`config.mk`:
```
export PLATFORM = sky130hd
export DESIGN_NAME = peer_table_seq_liveness
export DESIGN_NICKNAME = d
export VERILOG_FILES = /design/src/hdl/ptsl_pkg.sv /design/src/hdl/ptsl_ram.sv /design/src/hdl/peer_table_seq_liveness.sv
export SDC_FILE = /design/constraint.sdc
export NUM_CORES = 2
export LEC_CHECK = 0
export ABC_AREA = 1
export BUFFER_PORTS_ARGS = -buffer_cell sky130_fd_sc_hd__buf_2
export CAP_MARGIN = 15
export CORE_ASPECT_RATIO = 2
export CORE_MARGIN = 2
export CORE_UTILIZATION = 45
export DETAILED_ROUTE_END_ITERATION = 12
export GPL_TIMING_DRIVEN = 0
export PLACE_DENSITY = 0.72
export RECOVER_POWER = 50
export SETUP_SLACK_MARGIN = 0.02
export SLEW_MARGIN = 15
export SYNTH_ARGS = -nofsm -noshare
export SYNTH_HDL_FRONTEND = slang
export SYNTH_SLANG_ARGS = --single-unit
```
`constraint.sdc`:
```
create_clock -name clock -period 7.9 [get_ports clock]
set_input_delay 0.395 -clock clock [delete_from_list [all_inputs] [get_ports clock]]
set_output_delay 0.395 -clock clock [all_outputs]
set_load 0.05 [all_outputs]
```
`src/hdl/ptsl_pkg.sv`:
```
// ----------------------------------------------------------------------------
// ptsl_pkg
// Shared types and constants for the peer table with sequence and liveness.
// ----------------------------------------------------------------------------
package ptsl_pkg;

   localparam int MAX_PEERS_DEF = 8;
   localparam int MAC_W         = 48;
   localparam int CSR_IDX_W     = 2;

   localparam logic [2:0] OP_ADD     = 3'd0;
   localparam logic [2:0] OP_REMOVE  = 3'd1;
   localparam logic [2:0] OP_ACCEPT  = 3'd2;
   localparam logic [2:0] OP_SEEN    = 3'd3;
   localparam logic [2:0] OP_REFRESH = 3'd4;
   localparam logic [2:0] OP_CLASH   = 3'd5;
   localparam logic [2:0] OP_TICK    = 3'd6;
   // spare request code: changes nothing, answers ok low
   localparam logic [2:0] OP_UNUSED  = 3'd7;

   localparam logic [CSR_IDX_W-1:0] CSR_SELF_ID  = 2'd0;
   localparam logic [CSR_IDX_W-1:0] CSR_SELF_MAC = 2'd1;
   localparam logic [CSR_IDX_W-1:0] CSR_TIMEOUT  = 2'd2;

   typedef struct packed {
      logic [7:0]       node_id;
      logic [7:0]       role;
      logic [MAC_W-1:0] mac;
      logic [15:0]      last_seq;
      logic             have_seq;
      logic [31:0]      last_seen;
      logic             connected;
   } entry_type;

endpackage

```
`src/hdl/ptsl_ram.sv`:
```
// ----------------------------------------------------------------------------
// ptsl_ram
// Generic single write port, single read port RAM with registered read.
// ----------------------------------------------------------------------------
module ptsl_ram #(
   parameter int WIDTH = 8,
   parameter int DEPTH = 8,
   parameter int AW    = (DEPTH > 1) ? $clog2(DEPTH) : 1
) (
   input  logic             clock,
   input  logic             wr_en,
   input  logic [AW-1:0]    wr_addr,
   input  logic [WIDTH-1:0] wr_data,
   input  logic [AW-1:0]    rd_addr,
   output logic [WIDTH-1:0] rd_data
);

   logic [WIDTH-1:0] mem [DEPTH];
   logic [WIDTH-1:0] rd_data_ff;

   always_ff @(posedge clock) begin
      if (wr_en) begin
         mem[wr_addr] <= wr_data;
      end
      rd_data_ff <= mem[rd_addr];
   end

   assign rd_data = rd_data_ff;

endmodule

```
`src/hdl/peer_table_seq_liveness.sv`:
```
// ----------------------------------------------------------------------------
// peer_table_seq_liveness
// Ordered peer table with lookup by node id or MAC, sequence replay check
// and liveness timeout; entries are held in one RAM.
// ----------------------------------------------------------------------------
//  channel   | ports                                   | handshake
//  ----------+-----------------------------------------+----------------------
//  request   | start, busy, req_*                      | beat on start & !busy
//  response  | rsp_valid, rsp_*                        | one-cycle strobe
//  config    | csr_valid, csr_ready, csr_index, csr_wdata | valid & ready
//
// A request, apart from the spare code and a clash check on the own id,
// scans every stored entry with a read, then an evaluate step (set by the
// registered read of the entry RAM), then a decision, a read-modify-write
// where needed and the response. Remove also moves each later entry down.
// Reset empties the table at once through the entry count; no clearing pass.
// The response cannot be stalled; busy holds off requests meanwhile.
// ----------------------------------------------------------------------------
module peer_table_seq_liveness #(
   parameter int MAX_PEERS = ptsl_pkg::MAX_PEERS_DEF
) (
   input  logic                          clock,
   input  logic                          reset,
   input  logic                          start,
   output logic                          busy,
   input  logic [2:0]                    req_type,
   input  logic [7:0]                    req_node_id,
   input  logic [7:0]                    req_role,
   input  logic [ptsl_pkg::MAC_W-1:0]    req_mac,
   input  logic [15:0]                   req_seq,
   input  logic [31:0]                   req_now_ms,
   output logic                          rsp_valid,
   output logic                          rsp_ok,
   output logic [3:0]                    rsp_peer_count,
   output logic [3:0]                    rsp_connected_count,
   input  logic                          csr_valid,
   output logic                          csr_ready,
   input  logic [ptsl_pkg::CSR_IDX_W-1:0] csr_index,
   input  logic [ptsl_pkg::MAC_W-1:0]    csr_wdata
);

   localparam int IW = (MAX_PEERS > 1) ? $clog2(MAX_PEERS) : 1;
   localparam int CW = $clog2(MAX_PEERS + 1);
   localparam int EW = $bits(ptsl_pkg::entry_type);

   typedef enum logic [2:0] {
      S_IDLE, S_RD, S_EV, S_DECIDE, S_FIX_RD, S_FIX_EV, S_MV_RD, S_MV_WR
   } state_type;

   state_type state_ff;

   // configuration
   logic [7:0]                 self_id_ff;
   logic [ptsl_pkg::MAC_W-1:0] self_mac_ff;
   logic [31:0]                timeout_ff;

   // latched request
   logic [2:0]                 op_ff;
   logic [7:0]                 id_ff;
   logic [7:0]                 role_ff;
   logic [ptsl_pkg::MAC_W-1:0] mac_ff;
   logic [15:0]                seq_ff;
   logic [31:0]                now_ff;

   logic [CW-1:0] count_ff;
   logic [CW-1:0] conn_ff;
   logic [IW-1:0] idx_ff;
   logic [IW-1:0] k_ff;
   logic [IW-1:0] kid_ff;
   logic [IW-1:0] kmac_ff;
   logic          hid_ff;
   logic          hmac_ff;
   logic          hconn_ff;
   logic          ok_ff;
   logic          rsp_valid_ff;

   // RAM ports
   logic                wr_en;
   logic [IW-1:0]       wr_addr;
   ptsl_pkg::entry_type wr_entry;
   logic [IW-1:0]       rd_addr;
   logic [EW-1:0]       rd_raw;
   ptsl_pkg::entry_type rd_entry;

   ptsl_ram #(.WIDTH(EW), .DEPTH(MAX_PEERS), .AW(IW)) u_ram (
      .clock   (clock),
      .wr_en   (wr_en),
      .wr_addr (wr_addr),
      .wr_data (wr_entry),
      .rd_addr (rd_addr),
      .rd_data (rd_raw)
   );

   assign rd_entry = ptsl_pkg::entry_type'(rd_raw);

   // evaluate helpers
   logic        id_match, mac_match, expired, last_entry, seq_newer;
   logic [15:0] seq_diff;
   logic [31:0] age;

   assign id_match   = (rd_entry.node_id == id_ff);
   assign mac_match  = (rd_entry.mac == mac_ff);
   assign age        = now_ff - rd_entry.last_seen;
   assign expired    = rd_entry.connected && (age > timeout_ff);
   assign last_entry = (CW'(idx_ff) + CW'(1)) >= count_ff;
   assign seq_diff   = seq_ff - rd_entry.last_seq;
   assign seq_newer  = !rd_entry.have_seq || (seq_diff != 16'd0 && !seq_diff[15]);

   // pick the read address for the state about to evaluate
   always_comb begin
      case (state_ff)
         S_FIX_RD: rd_addr = k_ff;
         S_MV_RD:  rd_addr = idx_ff + IW'(1);
         default:  rd_addr = idx_ff;
      endcase
   end

   // write port: tick clear, append, read-modify-write, compaction
   always_comb begin
      wr_en    = 1'b0;
      wr_addr  = idx_ff;
      wr_entry = rd_entry;
      case (state_ff)
         S_EV: begin
            if (op_ff == ptsl_pkg::OP_TICK && expired) begin
               wr_en              = 1'b1;
               wr_entry.connected = 1'b0;
            end
         end
         S_DECIDE: begin
            wr_addr           = IW'(count_ff);
            wr_entry.node_id  = id_ff;
            wr_entry.role     = role_ff;
            wr_entry.mac      = mac_ff;
            wr_entry.last_seq = 16'd0;
            wr_entry.have_seq = 1'b0;
            wr_entry.last_seen = 32'd0;
            wr_entry.connected = 1'b0;
            wr_en = (op_ff == ptsl_pkg::OP_ADD) && !hid_ff && !hmac_ff &&
                    (count_ff < CW'(MAX_PEERS));
         end
         S_FIX_EV: begin
            wr_addr = k_ff;
            case (op_ff)
               ptsl_pkg::OP_ADD: begin
                  wr_en         = 1'b1;
                  wr_entry.role = role_ff;
                  wr_entry.mac  = mac_ff;
               end
               ptsl_pkg::OP_ACCEPT: begin
                  wr_en              = seq_newer;
                  wr_entry.have_seq  = 1'b1;
                  wr_entry.last_seq  = seq_ff;
                  wr_entry.last_seen = now_ff;
                  wr_entry.connected = 1'b1;
               end
               ptsl_pkg::OP_SEEN: begin
                  wr_en              = 1'b1;
                  wr_entry.last_seen = now_ff;
                  wr_entry.connected = 1'b1;
               end
               ptsl_pkg::OP_REFRESH: begin
                  wr_en              = 1'b1;
                  wr_entry.role      = role_ff;
                  wr_entry.last_seen = now_ff;
                  wr_entry.connected = 1'b1;
               end
               default: wr_en = 1'b0;
            endcase
         end
         S_MV_WR: wr_en = 1'b1;
         default: wr_en = 1'b0;
      endcase
   end

   // configuration writes are always taken
   assign csr_ready = 1'b1;

   always_ff @(posedge clock) begin
      if (reset) begin
         self_id_ff  <= 8'd1;
         self_mac_ff <= '0;
         timeout_ff  <= 32'd5000;
      end else if (csr_valid) begin
         case (csr_index)
            ptsl_pkg::CSR_SELF_ID:  self_id_ff  <= csr_wdata[7:0];
            ptsl_pkg::CSR_SELF_MAC: self_mac_ff <= csr_wdata;
            ptsl_pkg::CSR_TIMEOUT:  timeout_ff  <= csr_wdata[31:0];
            default: ;
         endcase
      end
   end

   // sequencer
   always_ff @(posedge clock) begin
      if (reset) begin
         state_ff     <= S_IDLE;
         count_ff     <= '0;
         conn_ff      <= '0;
         rsp_valid_ff <= 1'b0;
         ok_ff        <= 1'b0;
      end else begin
         rsp_valid_ff <= 1'b0;
         case (state_ff)
            S_IDLE: begin
               if (start) begin
                  op_ff    <= req_type;
                  id_ff    <= req_node_id;
                  role_ff  <= req_role;
                  mac_ff   <= req_mac;
                  seq_ff   <= req_seq;
                  now_ff   <= req_now_ms;
                  idx_ff   <= '0;
                  hid_ff   <= 1'b0;
                  hmac_ff  <= 1'b0;
                  hconn_ff <= 1'b0;
                  ok_ff    <= 1'b0;
                  if (req_type == ptsl_pkg::OP_UNUSED) begin
                     rsp_valid_ff <= 1'b1;
                  end else if (req_type == ptsl_pkg::OP_CLASH &&
                               req_node_id == self_id_ff) begin
                     ok_ff        <= (req_mac != self_mac_ff);
                     rsp_valid_ff <= 1'b1;
                  end else if (count_ff == '0) begin
                     state_ff <= S_DECIDE;
                  end else begin
                     state_ff <= S_RD;
                  end
               end
            end
            S_RD: state_ff <= S_EV;
            S_EV: begin
               if (op_ff == ptsl_pkg::OP_TICK && expired) begin
                  conn_ff <= conn_ff - CW'(1);
               end
               if (op_ff == ptsl_pkg::OP_CLASH && id_match && !mac_match) begin
                  ok_ff <= 1'b1;
               end
               if (id_match && !hid_ff) begin
                  hid_ff   <= 1'b1;
                  kid_ff   <= idx_ff;
                  hconn_ff <= rd_entry.connected;
               end
               if (mac_match && !hmac_ff) begin
                  hmac_ff <= 1'b1;
                  kmac_ff <= idx_ff;
               end
               if (last_entry) begin
                  state_ff <= S_DECIDE;
               end else begin
                  idx_ff   <= idx_ff + IW'(1);
                  state_ff <= S_RD;
               end
            end
            S_DECIDE: begin
               state_ff <= S_IDLE;
               case (op_ff)
                  ptsl_pkg::OP_ADD: begin
                     if (hid_ff) begin
                        k_ff     <= kid_ff;
                        state_ff <= S_FIX_RD;
                     end else if (hmac_ff) begin
                        k_ff     <= kmac_ff;
                        state_ff <= S_FIX_RD;
                     end else if (count_ff < CW'(MAX_PEERS)) begin
                        count_ff <= count_ff + CW'(1);
                        ok_ff    <= 1'b1;
                     end
                  end
                  ptsl_pkg::OP_REMOVE: begin
                     if (hid_ff) begin
                        ok_ff   <= 1'b1;
                        conn_ff <= conn_ff - CW'(hconn_ff);
                        idx_ff  <= kid_ff;
                        if ((CW'(kid_ff) + CW'(1)) < count_ff) begin
                           state_ff <= S_MV_RD;
                        end else begin
                           count_ff <= count_ff - CW'(1);
                        end
                     end
                  end
                  ptsl_pkg::OP_ACCEPT, ptsl_pkg::OP_REFRESH: begin
                     if (hmac_ff) begin
                        k_ff     <= kmac_ff;
                        state_ff <= S_FIX_RD;
                     end
                  end
                  ptsl_pkg::OP_SEEN: begin
                     if (hid_ff) begin
                        k_ff     <= kid_ff;
                        state_ff <= S_FIX_RD;
                     end
                  end
                  default: ;
               endcase
               if (state_ff == S_DECIDE) begin
                  // response leaves unless a further step was chosen above
                  rsp_valid_ff <= !((op_ff == ptsl_pkg::OP_ADD && (hid_ff || hmac_ff)) ||
                     (op_ff == ptsl_pkg::OP_REMOVE && hid_ff &&
                      (CW'(kid_ff) + CW'(1)) < count_ff) ||
                     ((op_ff == ptsl_pkg::OP_ACCEPT || op_ff == ptsl_pkg::OP_REFRESH)
                      && hmac_ff) ||
                     (op_ff == ptsl_pkg::OP_SEEN && hid_ff));
               end
            end
            S_FIX_RD: state_ff <= S_FIX_EV;
            S_FIX_EV: begin
               if (wr_en) begin
                  ok_ff <= 1'b1;
                  if (op_ff != ptsl_pkg::OP_ADD && !rd_entry.connected) begin
                     conn_ff <= conn_ff + CW'(1);
                  end
               end
               rsp_valid_ff <= 1'b1;
               state_ff     <= S_IDLE;
            end
            S_MV_RD: state_ff <= S_MV_WR;
            S_MV_WR: begin
               // advance the hole one place up the table
               idx_ff <= idx_ff + IW'(1);
               if ((CW'(idx_ff) + CW'(2)) < count_ff) begin
                  state_ff <= S_MV_RD;
               end else begin
                  count_ff     <= count_ff - CW'(1);
                  rsp_valid_ff <= 1'b1;
                  state_ff     <= S_IDLE;
               end
            end
            default: state_ff <= S_IDLE;
         endcase
      end
   end

   assign busy                = (state_ff != S_IDLE);
   assign rsp_valid           = rsp_valid_ff;
   assign rsp_ok              = ok_ff;
   assign rsp_peer_count      = 4'(count_ff);
   assign rsp_connected_count = 4'(conn_ff);

   // checks
   a_count_range: assert property (@(posedge clock) disable iff (reset)
      count_ff <= CW'(MAX_PEERS))
      else $error("entry count beyond table depth");

   a_conn_le_count: assert property (@(posedge clock) disable iff (reset)
      conn_ff <= count_ff)
      else $error("connected count exceeds entry count");

   a_rsp_idle: assert property (@(posedge clock) disable iff (reset)
      rsp_valid |-> !busy)
      else $error("response strobe while still busy");

endmodule

```
==> metrics.md <==
| Metric | Value |
|---|---|
| Yosys reg bits | `1,177` |
| Root buffer cell | `clkbuf_16` |
| Vias | `~35k` |
| Synthesized instance count | `approximately 4.2k` |
| Detail Placement HPWL | `104 mm` |
| Top-count cell post-synth | `edfxtp_1` |
| Slew Limit Headroom | `-36.1%` |
| CTS Buffer Depth | `3` |
| Placed cells | `5,771` |
| Reg-to-reg slack, setup | `1.40 ns` |
| Yosys top cell area share | `59.4%` |
| Vias in the first global route | `35.1k` |
| Outcome | `complete, but fails checks` |
| Max-slew violations | `99` |
| Initial antenna violation count | `2` |
| Ys async rst share | `0%` |
| Sequential share of the synthesized area | `67.9%` |
| WS Path Type | `register to register` |
| Cell Count, Final, Fillers Out | `6,107` |
| Post-CTS setup buffer count | `0` |
| Least-Margin Pin Slew | `2.04 ns` |
| Number of synthesized flops with an enable pin | `970` |
| Row cnt | `between 150 and 200` |
| Wire length per cell | `around 24 microns` |
| Clock Latency Late Sink | `0.72 ns` |
| Count of cell types in the netlist | `55` |
| CTS tree | `yes` |
| CP dominant cell by count | `nand2_1` |
| H-tree levels | `3` |
| Initial core utilization | `45.3%` |
| Clock skew | `0.0325 ns` |
| Netlist Area Pre-Place | `49,000 sq um` |
| Via density | `~5.8` |
| Crit path capture type | `register` |
| Max VDD drop | `~0.18 mV` |
| First-pass GRT wire length | `216 mm` |
| Synth cell count leaders | `edfxtp_1, nor2_1, o21ai_0` |
| Worst endpoint required time | `8.31 ns` |
| Hold path startpoint | `csr_wdata[28]` |
| Die H | `between 400 and 500 microns` |
| Dominant synthesized flop cell | `edfxtp_1` |
| Final setup TNS | `0 ns` |
| R2R Path Start | `now_ff[0]` |
| Layout cell share with drive strength beyond 1 | `9.19%` |
| FF-to-FF End | `u_ram.mem[1][110]` |
| Final hold violation count | `0` |
| Max-cap violations | `5` |
| GRT overflow | `0` |
| Io pins | `roughly 180` |
| Num CTS Buffers | `102` |
| Finish-stage setup viols | `0` |
| Final net count | `4,901` |
| Routability cong. | `~0.95` |
| Leakage | `20.1 nW` |
| Number of iterations in the first detailed-routing pass | `9` |
| Hold slack | `0.0364 ns` |
| Hold path endpoint | `self_mac_ff[28]` |
| Clk pin slew, worst setup/hold paths | `~0.07 ns` |
| Crit start category | `register` |
| Synthesized area per cell | `11.8 sq um` |
| CP peak stage delay | `0.69 ns` |
| HP Class | `input pin to register` |
| Largest area contributor in the netlist | `edfxtp_1` |
| Hold path cells | `3` |
| Failing checks | `capacitance limit, slew limit` |
| Drc violations | `0` |
| Yosys warning count | `0` |
| Critical path arrival | `6.90 ns` |
| Core footprint | `108,000 sq um` |
| P per Cell Area | `286 nW/um^2` |
| Crit path max fanout | `20` |
| Final core utilization | `53.0%` |
| Largest cells by area after synthesis | `edfxtp_1, dfxtp_1, o21ai_0, nor2_1, ha_1` |
| R2r worst-path depth | `32` |
| Syn nets | `about 4.4k` |
| Fin crit period | `6.50 ns` |
| CP max-delay cell | `nor2_4` |
| DRT iter0 DRCs | `3,558` |
| RSZ-0062 raised after global routing | `no` |
| Largest net degree at the start of global routing | `28` |
| Die Wd | `237 microns` |
| Clock sink total | `1,177` |
| Area grow syn2layout | `17.0%` |
| F_max | `0.154 GHz` |
| PortBufs | `171` |
| Tcrit/Tclk final | `82.2%` |
| Total GRT Usage | `26.0%` |
| Detail Route Antenna Nets | `0` |
| Die ar. | `112,000 sq um` |
| Post-Route WL | `149 mm` |
==> through the flow <==
| stage | setup slack [ns] | instance area (sq um) | power, mW |
|---|---|---|---|
| 2_1_floorplan | -0.660 | 49000 | 9.98 |
| 3_3_place_gp | -6.07 | 51600 | 11.2 |
| 3_5_place_dp | 1.44 | 52700 | 11.3 |
| 4_1_cts | 1.44 | 57600 | 16.4 |
| 5_1_grt | 0.895 | 57300 | 17.0 |
| 6_report | 1.40 | 57400 | 16.4 |
==> state kept, by name (all words and copies together), names as in the netlist, 3 cells and up <==
register	cells
self_id_ff	8
kid_ff	3
u_ram.rd_data	106
op_ff	3
rsp_connected_count	4
timeout_ff	32
u_ram.mem	848
state_ff	3
mac_ff	48
seq_ff	16
id_ff	8
rsp_peer_count	4
self_mac_ff	48
k_ff	3
kmac_ff	3
idx_ff	3
now_ff	32
==> final cells by class <==
cell class / count / area, sq um
Antenna cell: 3 / 7.51
Buffer: 211 / 962
Clock buffer: 139 / 2830
Clock inverter: 53 / 574
Fill cell: 8988 / 50900
Inverter: 228 / 856
Multi-Input combinational cell: 2553 / 13900
Sequential cell: 1177 / 33300
Tap cell: 1384 / 1730
Timing Repair Buffer: 359 / 3170
==> per-layer routing <==
layer  up-vias  track usage (%)  share of wire (%)
li1      15900                -                  -
met1     17200             29.5                 35
met2      1809             46.1                 50
met3       432             4.26                8.3
met4         2             15.1                6.2
met5         -                0             0.0081
==> where the power goes <==
group          switching, mW  internal (mW)  leakage (nW)
Combinational           2.53           1.12          7.97
Sequential             0.178           7.42          10.5
Clock                   2.32           2.83          1.64
Total                   5.02           11.4          20.1
==> critical path, delay by kind of cell, from the launching register on <==
family	cells	cell delay, ns
AND/OR/NAND/NOR	17	2.60
AO/OA/AOI/OAI	6	1.42
buffers and inverters	6	0.94
adder cells (fa/ha/maj)	3	0.85
flip-flops	1	0.36
==> worst max-delay path by stage <==
stage / startpoint / endpoint / slack, ns
detailed placement: now_ff[0] / u_ram.mem[1][90] / 1.44
floorplan: now_ff[0] / u_ram.mem[0][0] / -0.66
global placement: now_ff[0] / u_ram.mem[7][91] / -6.07
finish: now_ff[0] / u_ram.mem[1][110] / 1.40
CTS: now_ff[0] / u_ram.mem[1][109] / 1.44
global route: now_ff[0] / u_ram.mem[1][109] / 0.90
==> timing repair <==
item	in CTS	in global routing
endpoints found under the hold margin	151	0
hold buffers	141	0
endpoints found under the setup margin	0	0
resized for setup	0	0
==> cell usage in the layout, fill, tap and decap left out, types with 6 or more instances in the layout <==
cell,synthesis,layout
a31oi_1,115,115
ha_1,97,97
mux2_1,0,41
clkinv_1,2,8
a21oi_1,114,115
nand2_1,263,264
inv_1,217,218
o21ai_0,566,568
clkinv_2,0,14
nor2_4,2,10
buf_2,84,173
clkbuf_16,0,104
inv_2,9,8
clkbuf_8,0,10
buf_4,13,12
clkinvlp_4,0,10
buf_12,0,25
xnor2_1,102,102
o21ai_1,32,30
nor2_1,726,720
o211ai_1,12,12
or2_2,15,15
xor2_1,31,31
buf_16,0,17
bufinv_16,0,9
nand3_1,96,96
clkbuf_1,98,213
o22ai_1,110,110
o21a_1,115,115
dfxtp_1,207,207
edfxtp_1,970,970
dlygate4sd3_1,0,141
nand4_1,34,34
buf_1,12,9
inv_6,0,6
nor3_1,25,26
==> cell families (layout without fill, tap and decap cells) <==
group	after synthesis	in the layout	share of synthesized area, %
other	1	4	0.00765
AO/OA/AOI/OAI	1096	1096	12.6
flip-flops	1177	1177	67.9
multiplexers	41	41	0.942
AND/OR/NAND/NOR	1182	1182	9.80
buffers and inverters	439	990	3.74
XOR/XNOR	133	133	2.38
adder cells (fa/ha/maj)	100	100	2.60
Power figures use the tool's default switching activity.
